`src/rtl/rtsd_pkg.sv`:
```
// Package for the record table: record, command and status types, codes and constants.
// No dependencies.
`timescale 1ns / 1ps

package rtsd_pkg;

   localparam int CAPACITY_DEF = 16;
   localparam int ID_W         = 32;
   localparam int NAME_W       = 64;
   localparam int GRADE_W      = 9;
   localparam logic [GRADE_W-1:0] GRADE_MAX = 9'd400;

   typedef enum logic [1:0] {
      FN_INSERT = 2'd0,
      FN_DELETE = 2'd1,
      FN_SORT   = 2'd2,
      FN_LIST   = 2'd3
   } func_type;

   typedef enum logic [1:0] {
      ST_OK        = 2'd0,
      ST_FULL      = 2'd1,
      ST_NOT_FOUND = 2'd2,
      ST_EMPTY     = 2'd3
   } status_type;

   typedef enum logic [1:0] {
      WR_REQ = 2'd0,
      WR_A   = 2'd1,
      WR_B   = 2'd2
   } wr_sel_type;

   typedef enum logic [3:0] {
      S_IDLE,
      S_INSERT,
      S_DEL_START,
      S_DEL_RD,
      S_DEL_CHECK,
      S_DEL_SHIFT,
      S_DEL_MOVE,
      S_SORT_INIT,
      S_SORT_RD,
      S_SORT_CMP,
      S_SORT_SWAP,
      S_SORT_NEXT,
      S_LIST_RD,
      S_LIST_OUT,
      S_RESPOND
   } ctrl_state_type;

   typedef struct packed {
      logic [ID_W-1:0]    id;
      logic [NAME_W-1:0]  name;
      logic [GRADE_W-1:0] grade;
   } rec_type;

   typedef struct packed {
      logic       load_req;
      logic       rd_en;
      logic       wr_en;
      wr_sel_type wr_sel;
      logic       count_inc;
      logic       count_dec;
      logic       out_load;
      logic       out_rec;
      logic       out_last;
      status_type out_status;
   } cmd_type;

   typedef struct packed {
      func_type func;
      logic     id_match;
      logic     a_gt_b;
      logic     out_free;
   } stat_type;

endpackage

```
`src/rtl/rtsd_ctrl.sv`:
```
// Record table sequencer: insert, delete, sort, list; one step a cycle unless stalled.
// Depends on rtsd_pkg; drives rtsd_dpath through command and address signals.
`timescale 1ns / 1ps

module rtsd_ctrl #(
   parameter int CAPACITY = rtsd_pkg::CAPACITY_DEF,
   parameter int IDX_W    = $clog2(CAPACITY),
   parameter int CNT_W    = $clog2(CAPACITY + 1)
) (
   input  logic               clock,
   input  logic               reset,
   input  logic               req_valid,
   output logic               req_stall,
   input  rtsd_pkg::stat_type stat,
   input  logic [CNT_W-1:0]   count,
   output rtsd_pkg::cmd_type  cmd,
   output logic [IDX_W-1:0]   rd_addr_a,
   output logic [IDX_W-1:0]   rd_addr_b,
   output logic [IDX_W-1:0]   wr_addr
);
   import rtsd_pkg::*;

   ctrl_state_type   state_ff, state_in;
   logic [IDX_W-1:0] idx_ff, idx_in;
   logic [CNT_W-1:0] lim_ff, lim_in;
   status_type       status_ff, status_in;
   logic [CNT_W-1:0] idx_nx;
   logic             full;

   assign idx_nx = CNT_W'(idx_ff) + CNT_W'(1);
   assign full   = (count == CNT_W'(CAPACITY));

   always_ff @(posedge clock) begin
      if (reset) begin
         state_ff <= S_IDLE;
      end else begin
         state_ff <= state_in;
      end
      idx_ff    <= idx_in;
      lim_ff    <= lim_in;
      status_ff <= status_in;
   end

   always_comb begin
      state_in  = state_ff;
      idx_in    = idx_ff;
      lim_in    = lim_ff;
      status_in = status_ff;
      case (state_ff)
         S_IDLE: begin
            if (req_valid) begin
               case (stat.func)
                  FN_INSERT: state_in = S_INSERT;
                  FN_DELETE: state_in = S_DEL_START;
                  FN_SORT:   state_in = S_SORT_INIT;
                  FN_LIST: begin
                     if (count == '0) begin
                        status_in = ST_EMPTY;
                        state_in  = S_RESPOND;
                     end else begin
                        idx_in   = '0;
                        state_in = S_LIST_RD;
                     end
                  end
                  default: state_in = S_IDLE;
               endcase
            end
         end
         S_INSERT: begin
            status_in = full ? ST_FULL : ST_OK;
            state_in  = S_RESPOND;
         end
         S_DEL_START: begin
            if (count == '0) begin
               status_in = ST_NOT_FOUND;
               state_in  = S_RESPOND;
            end else begin
               idx_in   = '0;
               state_in = S_DEL_RD;
            end
         end
         S_DEL_RD: state_in = S_DEL_CHECK;
         S_DEL_CHECK: begin
            if (stat.id_match) begin
               state_in = S_DEL_SHIFT;
            end else if (idx_nx == count) begin
               status_in = ST_NOT_FOUND;
               state_in  = S_RESPOND;
            end else begin
               idx_in   = idx_nx[IDX_W-1:0];
               state_in = S_DEL_RD;
            end
         end
         S_DEL_SHIFT: begin
            if (idx_nx < count) begin
               state_in = S_DEL_MOVE;
            end else begin
               status_in = ST_OK;
               state_in  = S_RESPOND;
            end
         end
         S_DEL_MOVE: begin
            idx_in   = idx_nx[IDX_W-1:0];
            state_in = S_DEL_SHIFT;
         end
         S_SORT_INIT: begin
            if (count < CNT_W'(2)) begin
               status_in = ST_OK;
               state_in  = S_RESPOND;
            end else begin
               lim_in   = count - CNT_W'(1);
               idx_in   = '0;
               state_in = S_SORT_RD;
            end
         end
         S_SORT_RD: state_in = S_SORT_CMP;
         S_SORT_CMP: state_in = stat.a_gt_b ? S_SORT_SWAP : S_SORT_NEXT;
         S_SORT_SWAP: state_in = S_SORT_NEXT;
         S_SORT_NEXT: begin
            if (idx_nx < lim_ff) begin
               idx_in   = idx_nx[IDX_W-1:0];
               state_in = S_SORT_RD;
            end else if (lim_ff == CNT_W'(1)) begin
               status_in = ST_OK;
               state_in  = S_RESPOND;
            end else begin
               lim_in   = lim_ff - CNT_W'(1);
               idx_in   = '0;
               state_in = S_SORT_RD;
            end
         end
         S_LIST_RD: state_in = S_LIST_OUT;
         S_LIST_OUT: begin
            if (stat.out_free) begin
               if (idx_nx == count) begin
                  state_in = S_IDLE;
               end else begin
                  idx_in   = idx_nx[IDX_W-1:0];
                  state_in = S_LIST_RD;
               end
            end
         end
         S_RESPOND: begin
            if (stat.out_free) begin
               state_in = S_IDLE;
            end
         end
         default: state_in = S_IDLE;
      endcase
   end

   always_comb begin
      cmd        = '0;
      cmd.wr_sel = WR_REQ;
      cmd.out_status = ST_OK;
      rd_addr_a  = idx_ff;
      rd_addr_b  = idx_nx[IDX_W-1:0];
      wr_addr    = idx_ff;
      req_stall  = 1'b1;
      case (state_ff)
         S_IDLE: begin
            req_stall    = 1'b0;
            cmd.load_req = req_valid;
         end
         S_INSERT: begin
            if (!full) begin
               cmd.wr_en     = 1'b1;
               cmd.wr_sel    = WR_REQ;
               cmd.count_inc = 1'b1;
               wr_addr       = count[IDX_W-1:0];
            end
         end
         S_DEL_RD: cmd.rd_en = 1'b1;
         S_DEL_SHIFT: begin
            if (idx_nx < count) begin
               cmd.rd_en = 1'b1;
               rd_addr_a = idx_nx[IDX_W-1:0];
            end else begin
               cmd.count_dec = 1'b1;
            end
         end
         S_DEL_MOVE: begin
            cmd.wr_en  = 1'b1;
            cmd.wr_sel = WR_A;
         end
         S_SORT_RD: cmd.rd_en = 1'b1;
         S_SORT_CMP: begin
            if (stat.a_gt_b) begin
               cmd.wr_en  = 1'b1;
               cmd.wr_sel = WR_B;
            end
         end
         S_SORT_SWAP: begin
            cmd.wr_en  = 1'b1;
            cmd.wr_sel = WR_A;
            wr_addr    = idx_nx[IDX_W-1:0];
         end
         S_LIST_RD: cmd.rd_en = 1'b1;
         S_LIST_OUT: begin
            if (stat.out_free) begin
               cmd.out_load   = 1'b1;
               cmd.out_rec    = 1'b1;
               cmd.out_status = ST_OK;
               cmd.out_last   = (idx_nx == count);
            end
         end
         S_RESPOND: begin
            if (stat.out_free) begin
               cmd.out_load   = 1'b1;
               cmd.out_status = status_ff;
               cmd.out_last   = 1'b1;
            end
         end
         default: begin
            cmd = '0;
         end
      endcase
   end

endmodule

```
`src/rtl/rtsd_dpath.sv`:
```
// Datapath for the record table: record memory, entry count, request and response registers.
// Depends on rtsd_pkg; steered by rtsd_ctrl.
`timescale 1ns / 1ps

module rtsd_dpath #(
   parameter int CAPACITY = rtsd_pkg::CAPACITY_DEF,
   parameter int IDX_W    = $clog2(CAPACITY),
   parameter int CNT_W    = $clog2(CAPACITY + 1)
) (
   input  logic                           clock,
   input  logic                           reset,
   input  logic [1:0]                     req_func,
   input  logic [rtsd_pkg::ID_W-1:0]      req_student_id,
   input  logic [rtsd_pkg::NAME_W-1:0]    req_name_chars,
   input  logic [rtsd_pkg::GRADE_W-1:0]   req_grade,
   output logic                           rsp_valid,
   input  logic                           rsp_stall,
   output logic [1:0]                     rsp_status,
   output logic [rtsd_pkg::ID_W-1:0]      rsp_out_id,
   output logic [rtsd_pkg::NAME_W-1:0]    rsp_out_name,
   output logic [rtsd_pkg::GRADE_W-1:0]   rsp_out_grade,
   output logic                           rsp_last,
   input  rtsd_pkg::cmd_type              cmd,
   input  logic [IDX_W-1:0]               rd_addr_a,
   input  logic [IDX_W-1:0]               rd_addr_b,
   input  logic [IDX_W-1:0]               wr_addr,
   output rtsd_pkg::stat_type             stat,
   output logic [CNT_W-1:0]               count
);
   import rtsd_pkg::*;

   rec_type          mem [CAPACITY];
   rec_type          rd_a_ff, rd_b_ff;
   rec_type          req_ff, req_in;
   rec_type          wr_data;
   logic [CNT_W-1:0] count_ff;
   logic             valid_ff;
   status_type       status_ff;
   rec_type          out_ff;
   logic             last_ff;

   always_comb begin
      req_in.id    = req_student_id;
      req_in.name  = req_name_chars;
      req_in.grade = (req_grade > GRADE_MAX) ? GRADE_MAX : req_grade;
   end

   always_comb begin
      case (cmd.wr_sel)
         WR_REQ:  wr_data = req_ff;
         WR_A:    wr_data = rd_a_ff;
         WR_B:    wr_data = rd_b_ff;
         default: wr_data = req_ff;
      endcase
   end

   always_ff @(posedge clock) begin
      if (cmd.wr_en) begin
         mem[wr_addr] <= wr_data;
      end
      if (cmd.rd_en) begin
         rd_a_ff <= mem[rd_addr_a];
         rd_b_ff <= mem[rd_addr_b];
      end
   end

   always_ff @(posedge clock) begin
      if (cmd.load_req) begin
         req_ff <= req_in;
      end
      if (cmd.out_load) begin
         status_ff <= cmd.out_status;
         out_ff    <= cmd.out_rec ? rd_a_ff : '0;
         last_ff   <= cmd.out_last;
      end
   end

   always_ff @(posedge clock) begin
      if (reset) begin
         count_ff <= '0;
         valid_ff <= 1'b0;
      end else begin
         if (cmd.count_inc) begin
            count_ff <= count_ff + CNT_W'(1);
         end else if (cmd.count_dec) begin
            count_ff <= count_ff - CNT_W'(1);
         end
         if (cmd.out_load) begin
            valid_ff <= 1'b1;
         end else if (!rsp_stall) begin
            valid_ff <= 1'b0;
         end
      end
   end

   assign stat.func     = func_type'(req_func);
   assign stat.id_match = (rd_a_ff.id == req_ff.id);
   assign stat.a_gt_b   = (rd_a_ff.grade > rd_b_ff.grade);
   assign stat.out_free = !valid_ff || !rsp_stall;
   assign count         = count_ff;

   assign rsp_valid     = valid_ff;
   assign rsp_status    = status_ff;
   assign rsp_out_id    = out_ff.id;
   assign rsp_out_name  = out_ff.name;
   assign rsp_out_grade = out_ff.grade;
   assign rsp_last      = last_ff;

endmodule

```
`src/rtl/record_table_sort_delete_core.sv`:
```
// Record table with insert, delete by id, stable grade sort and list.
// Usage: one request beat on req_* (func, id, name, grade) yields one or more beats on rsp_*.
// Insert, delete and sort give one beat with last set; list gives one beat per record,
// last set on the final one, or a single "empty" beat for an empty table.
// Both channels: a beat moves when valid is high and stall is low.
// Steps per request (N = records held), paced by the single-write
// record memory and its registered read ports:
//   insert: a write at the end of the table, then the response beat.
//   delete: scans records for the id, shifts the later records down, then responds.
//   sort:   bubble sort, N(N-1)/2 compares, then the response beat.
//   list:   one read per record, then its beat.
// One request is in work at a time; req_stall is low only when the sequencer is idle.
// The next request is taken in the cycle after the response is loaded.
// A finished response waits in the output register while the next request is taken.
// Reset (synchronous, active high) empties the table and drops any pending response.
// While rsp_stall is high a valid response beat holds, and the sequencer waits before loading the next one.
// Depends on rtsd_pkg, rtsd_ctrl and rtsd_dpath.
`timescale 1ns / 1ps

module record_table_sort_delete_core #(
   parameter int CAPACITY = rtsd_pkg::CAPACITY_DEF
) (
   input  logic                           clock,
   input  logic                           reset,
   input  logic                           req_valid,
   output logic                           req_stall,
   input  logic [1:0]                     req_func,
   input  logic [rtsd_pkg::ID_W-1:0]      req_student_id,
   input  logic [rtsd_pkg::NAME_W-1:0]    req_name_chars,
   input  logic [rtsd_pkg::GRADE_W-1:0]   req_grade,
   output logic                           rsp_valid,
   input  logic                           rsp_stall,
   output logic [1:0]                     rsp_status,
   output logic [rtsd_pkg::ID_W-1:0]      rsp_out_id,
   output logic [rtsd_pkg::NAME_W-1:0]    rsp_out_name,
   output logic [rtsd_pkg::GRADE_W-1:0]   rsp_out_grade,
   output logic                           rsp_last
);
   import rtsd_pkg::*;

   localparam int IDX_W = $clog2(CAPACITY);
   localparam int CNT_W = $clog2(CAPACITY + 1);

   cmd_type          cmd;
   stat_type         stat;
   logic [CNT_W-1:0] count;
   logic [IDX_W-1:0] rd_addr_a;
   logic [IDX_W-1:0] rd_addr_b;
   logic [IDX_W-1:0] wr_addr;

   rtsd_ctrl #(
      .CAPACITY (CAPACITY),
      .IDX_W    (IDX_W),
      .CNT_W    (CNT_W)
   ) u_ctrl (
      .clock     (clock),
      .reset     (reset),
      .req_valid (req_valid),
      .req_stall (req_stall),
      .stat      (stat),
      .count     (count),
      .cmd       (cmd),
      .rd_addr_a (rd_addr_a),
      .rd_addr_b (rd_addr_b),
      .wr_addr   (wr_addr)
   );

   rtsd_dpath #(
      .CAPACITY (CAPACITY),
      .IDX_W    (IDX_W),
      .CNT_W    (CNT_W)
   ) u_dpath (
      .clock          (clock),
      .reset          (reset),
      .req_func       (req_func),
      .req_student_id (req_student_id),
      .req_name_chars (req_name_chars),
      .req_grade      (req_grade),
      .rsp_valid      (rsp_valid),
      .rsp_stall      (rsp_stall),
      .rsp_status     (rsp_status),
      .rsp_out_id     (rsp_out_id),
      .rsp_out_name   (rsp_out_name),
      .rsp_out_grade  (rsp_out_grade),
      .rsp_last       (rsp_last),
      .cmd            (cmd),
      .rd_addr_a      (rd_addr_a),
      .rd_addr_b      (rd_addr_b),
      .wr_addr        (wr_addr),
      .stat           (stat),
      .count          (count)
   );

endmodule
```
`config.mk`:
```
export PLATFORM = sky130hd
export DESIGN_NAME = record_table_sort_delete_core
export DESIGN_NICKNAME = d
export VERILOG_FILES = /design/src/rtl/rtsd_pkg.sv /design/src/rtl/rtsd_ctrl.sv /design/src/rtl/rtsd_dpath.sv /design/src/rtl/record_table_sort_delete_core.sv
export SDC_FILE = /design/constraint.sdc
export NUM_CORES = 2
export LEC_CHECK = 0
export ABC_AREA = 1
export BUFFER_PORTS_ARGS = -buffer_cell sky130_fd_sc_hd__clkbuf_2
export CAP_MARGIN = 20
export CORE_ASPECT_RATIO = 0.7
export CORE_MARGIN = 2
export CORE_UTILIZATION = 25
export CTS_CLUSTER_SIZE = 8
export DETAILED_ROUTE_END_ITERATION = 6
export PLACE_DENSITY = 0.44
export SYNTH_ARGS = -nofsm -noshare
export SYNTH_HDL_FRONTEND = slang
export SYNTH_HIERARCHICAL = 1
export SYNTH_SLANG_ARGS = --single-unit
```
`constraint.sdc`:
```
create_clock -name clock -period 27.6 [get_ports clock]
set_clock_uncertainty 0.2 [all_clocks]
set_input_delay 1.38 -clock clock [delete_from_list [all_inputs] [get_ports clock]]
set_output_delay 1.38 -clock clock [all_outputs]
set_load 0.03 [all_outputs]
```
# == After elaboration in Yosys (flattened, before gate mapping) ==
# Memories as Yosys holds them, arrays and structs flattened. A register that Yosys moved wholly into a read port is not among the register bits.
# Index checks and enable logic that the tools add are counted.
# totals
out_inout_bits,110
reg_bits,234
in_bits,111
ramBits,1680
n_memories,1
elab_cells,147
# classes
eq_ne,39
muxes,68
add_sub_neg,4
magnitude_cmp,5
reduce_logical,16
# mem_list
name,depth,width,read_ports,rd_clocked_by_memory_dff,write_ports,line,rtl
u_dpath.mem,16,105,2,2,1,rtsd_dpath.sv:32,rec_type mem [CAPACITY];
# op_table
operator,n
$pmux W105 S2,1
$mux W4,22
$pmux W4 S15,1
$eq A32 B32 Y1,1
$mux W5,6
$eq A4 B4 Y1 const B,7
$pmux W4 S7,1
$mux W2,11
$ne A2 B2 Y1 const B,9
$eq A4 B3 Y1 const B,4
$pmux W4 S4,1
$mux W1,14
$pmux W2 S7,1
$reduce_bool A7 Y1,2
$mux W3,4
$ne A2 B1 Y1 const B,6
$reduce_and A11 Y1,1
$lt A5 B5 Y1,2
$pmux W5 S2,1
$sub A5 B1 Y5 const B,2
$gt A9 B9 Y1,1
$gt A9 B9 Y1 const B,1
$pmux W3 S3,1
$eq A4 B2 Y1 const B,2
other kinds (24),30

# == Logic depth before layout (Yosys ltp) ==
# logic_depth
ltp_word,6
ltp_mapped,20
depth_no_buf,17

# == By module ==
# Netlist, hierarchy kept.
# modules_own_cells
mod,cells_each,n_inst,seq_area_each_um2,area_each_um2
rtsd_dpath,9455,1,63270.7,99686.9
rtsd_ctrl,271,1,410.4,1695.4

# == Least setup slack after synthesis ==
# Ideal clock, no wire load.
# synth_path
kind,register -> register
from,reg u_ctrl.state_ff[2]
to,"reg, netlist name u_dpath/rd_a_ff[0]"
t_required_ns,26.566
period_less_slack_ns,11.409
setup_slack_ns,16.191
arrival_time_ns,10.375
path_buffers,0
setup_ns,0.834
path_stages_with_launch,4
path_cell_list,dfxtp_1 -> inv_2 -> nand2_1 -> o211ai_1
# synth_lines
item,line,rtl
from (decl),rtsd_ctrl.sv:23,"ctrl_state_type state_ff, state_in;"
from (signal assigned),rtsd_ctrl.sv:37,state_ff <= state_in;

# == Final worst setup path ==
# layout_path
from,reg u_ctrl.idx_ff[0]
to,"reg, netlist name u_dpath/rd_a_ff[27]"
# layout_via
elab_chain_cells,4
elab_cells_between_ends,6
classes_between,1 x add/sub; 1 x order compare; 4 x mux
# layout_lines
item,line,rtl
from (decl),rtsd_ctrl.sv:24,"logic [IDX_W-1:0] idx_ff, idx_in;"
from (signal assigned),rtsd_ctrl.sv:39,idx_ff <= idx_in;
$add A4 B1 Y5,rtsd_ctrl.sv:30,assign idx_nx = CNT_W'(idx_ff) + CNT_W'(1);
net rd_addr_b[1],record_table_sort_delete_core.sv:48,logic [IDX_W-1:0] rd_addr_b;
$lt A5 B5 Y1,rtsd_ctrl.sv:175,if (idx_nx < count) begin
$mux W4,rtsd_ctrl.sv:175,
$mux W4,rtsd_ctrl.sv:160,case (state_ff)
net rd_addr_a[0],record_table_sort_delete_core.sv:47,logic [IDX_W-1:0] rd_addr_a;
# The timed path passes the listed nets, and every way through them passes these cells.
# A chain may end at the register's enable or synchronous reset.

==> results.sh <==
export IMPL_pwr_share_comb_pct=44.7
export IMPL_cellPowerDensity_nw_per_um2=126
export IMPL_power_switching_mw=6.35
export IMPL_routed_wl_mm=368
export IMPL_die_width_um=765
export IMPL_fin_cells=15175
export IMPL_switching_share_pct=43.5
export IMPL_setup_viol=0
export IMPL_max_slew_worst_pin_slew_ps=1380
export IMPL_finalHoldViolations=0
export IMPL_worstSkewPairLatency_ps=880
export IMPL_routed_via_count=76334
export IMPL_start_kind="register"
export IMPL_drive_gt1_share_pct=8.83
export IMPL_fill_cells=41324
export IMPL_ctsHoldBuffers=0
export IMPL_cts_made_buffers=310
export IMPL_yosys_warnings=6
export IMPL_reg2reg_slack_ps=19010
export IMPL_setup_slack_ps=19010
export IMPL_dieArea_um2=411000
export IMPL_antenna_found_initial=11
export IMPL_p_clk_share_pct=23.4
export IMPL_cts_resized_gates=0
export IMPL_maxCapViolations=0
export IMPL_grtUsageTotal_pct=17.2
export IMPL_finalPower_mw=14.6
export IMPL_seqPwrFrac_pct=31.9
export IMPL_drt_initial_drc_count=7192
export IMPL_fin_tns_setup_ps=0
export IMPL_place_area_um2=107000
export IMPL_grt_pass1_wl_mm=525
export IMPL_synthFlopType="edfxtp_1"
export IMPL_final_max_slew_violation_count=0
export IMPL_p_int_mw=8.24
export IMPL_ys_async_sr_fraction_pct=0
export IMPL_wl_per_cell_um=24.2
export IMPL_synth_area_um2=101000
export IMPL_min_period_ps=8590
export IMPL_path_max_fanout=193
export IMPL_hp_class="reg -> reg"
export IMPL_preCtsSetupSlack_ps=19190
export IMPL_synth_seq_cells=2124
export IMPL_ant_nets=0
export IMPL_root_buffer="clkbuf_16"
export IMPL_stdcell_area_um2=116000
export IMPL_first_pass_iters=6
export IMPL_startpoint="u_ctrl/idx_ff[0]"
export IMPL_ys_types=38
export IMPL_synth_yosys_seq_area_share_pct=62.8
export IMPL_synth_cells=9726
export IMPL_fmax_mhz=116
export IMPL_cp_data_arrival_time_ps=9020
export IMPL_row_count=195
export IMPL_gr_total_overflow=0
export IMPL_place_inst=14743
export IMPL_die_h_um=537
export IMPL_critPathRequiredTime_ps=28030
export IMPL_via_per_inst=5.03
export IMPL_grt_pass1_vias=73543
export IMPL_route_detailed_drc=0
export IMPL_post_cts_buffers=0
export IMPL_clk_pin_slew_worst_paths_ps=60
export IMPL_period_share_pct=31.1
export IMPL_cts_buffer_depth=4
export IMPL_outcome="finished clean"
export IMPL_core_area_um2=403000
export IMPL_grt_max_degree=194
export IMPL_whs_ps=339
export IMPL_start_util_pct=25.1
export IMPL_gp_congestion=0.781
export IMPL_rsz0062_at_grt="no"
export IMPL_htreeDepth=5
export IMPL_leakagePower_nw=41.7
export IMPL_worstSetupEndpointType="register"
export IMPL_cts_tree="built"
export IMPL_fin_nets=9849
export IMPL_synth_edff_count=2114
export IMPL_mostFrequentLayoutCell="edfxtp_1"
export IMPL_syn_num_nets=9866
export IMPL_layout_common_cells="edfxtp_1, nand2_1, nand3_1"
export IMPL_clock_sinks=2124
export IMPL_ioPinCount=221
export IMPL_area_delta_synth_final_pct=14.5
export IMPL_irDropWorstVdd_mv=0.193
export IMPL_relSlewSlack_pct=8.30
export IMPL_finish_utilization_pct=28.8
export IMPL_avgSynthCellArea_um2=10.4
export IMPL_place_hpwl_mm=180
export IMPL_crit_type="reg -> reg"
export IMPL_reg2reg_from="u_ctrl/idx_ff[0]"
export IMPL_hp_start="u_dpath/count[4]"
export IMPL_io_buffers=220
-- per-layer routing --
layer | up-vias | global-route usage [%] | routed length, um
met4 | 4 | 6.08 | 13300
met5 | - | 0 | 27
li1 | 34748 | - | -
met3 | 713 | 2.31 | 23500
met2 | 3152 | 28.2 | 170000
met1 | 37717 | 23.4 | 161000
-- state kept, by name, indices dropped and copies added, names as in the netlist, 4 cells and up --
register               cells
u_dpath/rsp_out_id        32
u_ctrl/idx_ff              4
u_dpath/count              5
u_ctrl/lim_ff              5
u_dpath/rd_b_ff          105
u_dpath/rsp_out_name      64
u_dpath/rd_a_ff          105
u_dpath/req_ff           105
u_dpath/mem             1680
u_ctrl/state_ff            4
u_dpath/rsp_out_grade      9
-- cell families after synthesis --
kind of cell	after synthesis	share of synthesized area, %
adder cells (fa/ha/maj)	29	0.365
XOR/XNOR	12	0.104
multiplexers	1	0.00987
AND/OR/NAND/NOR	3267	13.8
AO/OA/AOI/OAI	2445	15.3
flip-flops	2124	62.8
buffers and inverters	1848	7.62
-- synth_stat cells (2+ instances only) --
library cell / n / area share [%]
a22oi_1: 30 / 0.22
nor2_1: 172 / 0.64
edfxtp_1: 2114 / 63
o21bai_1: 2 / 0.015
dfxtp_1: 10 / 0.20
buf_2: 284 / 1.4
inv_1: 1080 / 4.0
ha_1: 28 / 0.35
a21oi_1: 704 / 3.5
o211ai_2: 48 / 0.59
clkbuf_1: 337 / 1.2
o221ai_1: 3 / 0.026
nor3b_1: 2 / 0.015
nor2_4: 2 / 0.022
nor3_1: 4 / 0.020
nand3b_1: 2 / 0.015
o21ai_0: 522 / 2.6
o211ai_1: 1132 / 8.4
nand2_1: 1783 / 6.6
nand2_2: 4 / 0.025
inv_2: 5 / 0.019
clkinv_1: 2 / 0.0074
xor2_1: 10 / 0.086
nand4_1: 8 / 0.049
buf_6: 48 / 0.53
buf_1: 71 / 0.26
nand3_1: 1288 / 6.4
xnor2_1: 2 / 0.017
buf_4: 20 / 0.15
-- power groups by stage --
stage / clock network (mW) / logic [mW] / registers [mW]
detailed placement: 0 / 6.41 / 4.73
global route: 3.61 / 7.13 / 4.68
floorplan: 0 / 4.31 / 4.74
global placement: 0 / 6.32 / 4.72
CTS: 3.50 / 6.43 / 4.67
finish: 3.41 / 6.52 / 4.66
-- layout make-up --
class	count	area, um^2	share of cell area [%]
multi-input cells	5754	30200	26.1
flip-flops and latches	2124	63700	54.9
inverters	1088	4150	3.57
well taps	5417	6780	5.84
repair buffers	431	3010	2.59
clock buffers	337	8030	6.92
diodes	5	12.5	0.0108
clock inverters	19	164	0.141
-- worst max-delay path, stage by stage, from the launching register on --
cell	delay (ps)
edfxtp_1	630
ha_4	910
ha_1	380
nand2_1	90
nor2_1	50
nand2_1	50
nand3_1	130
nor2_4	280
xor2_4	740
buf_4	730
buf_12	710
buf_4	880
buf_4	770
buf_4	950
a21oi_1	160
o21ai_0	140
nand3_1	100
nand3_1	110
nand2_1	60
-- path summary, 6_finish.rpt --
kind / depth (start not counted) / endpoint
setup reg to reg: 18 / u_dpath/rd_a_ff[27]
hold / removal: 2 / u_dpath/count[4]
hold reg to reg: 2 / u_dpath/count[4]
setup / recovery: 18 / u_dpath/rd_a_ff[27]
No activity file was read; power rests on OpenSTA's default activity.
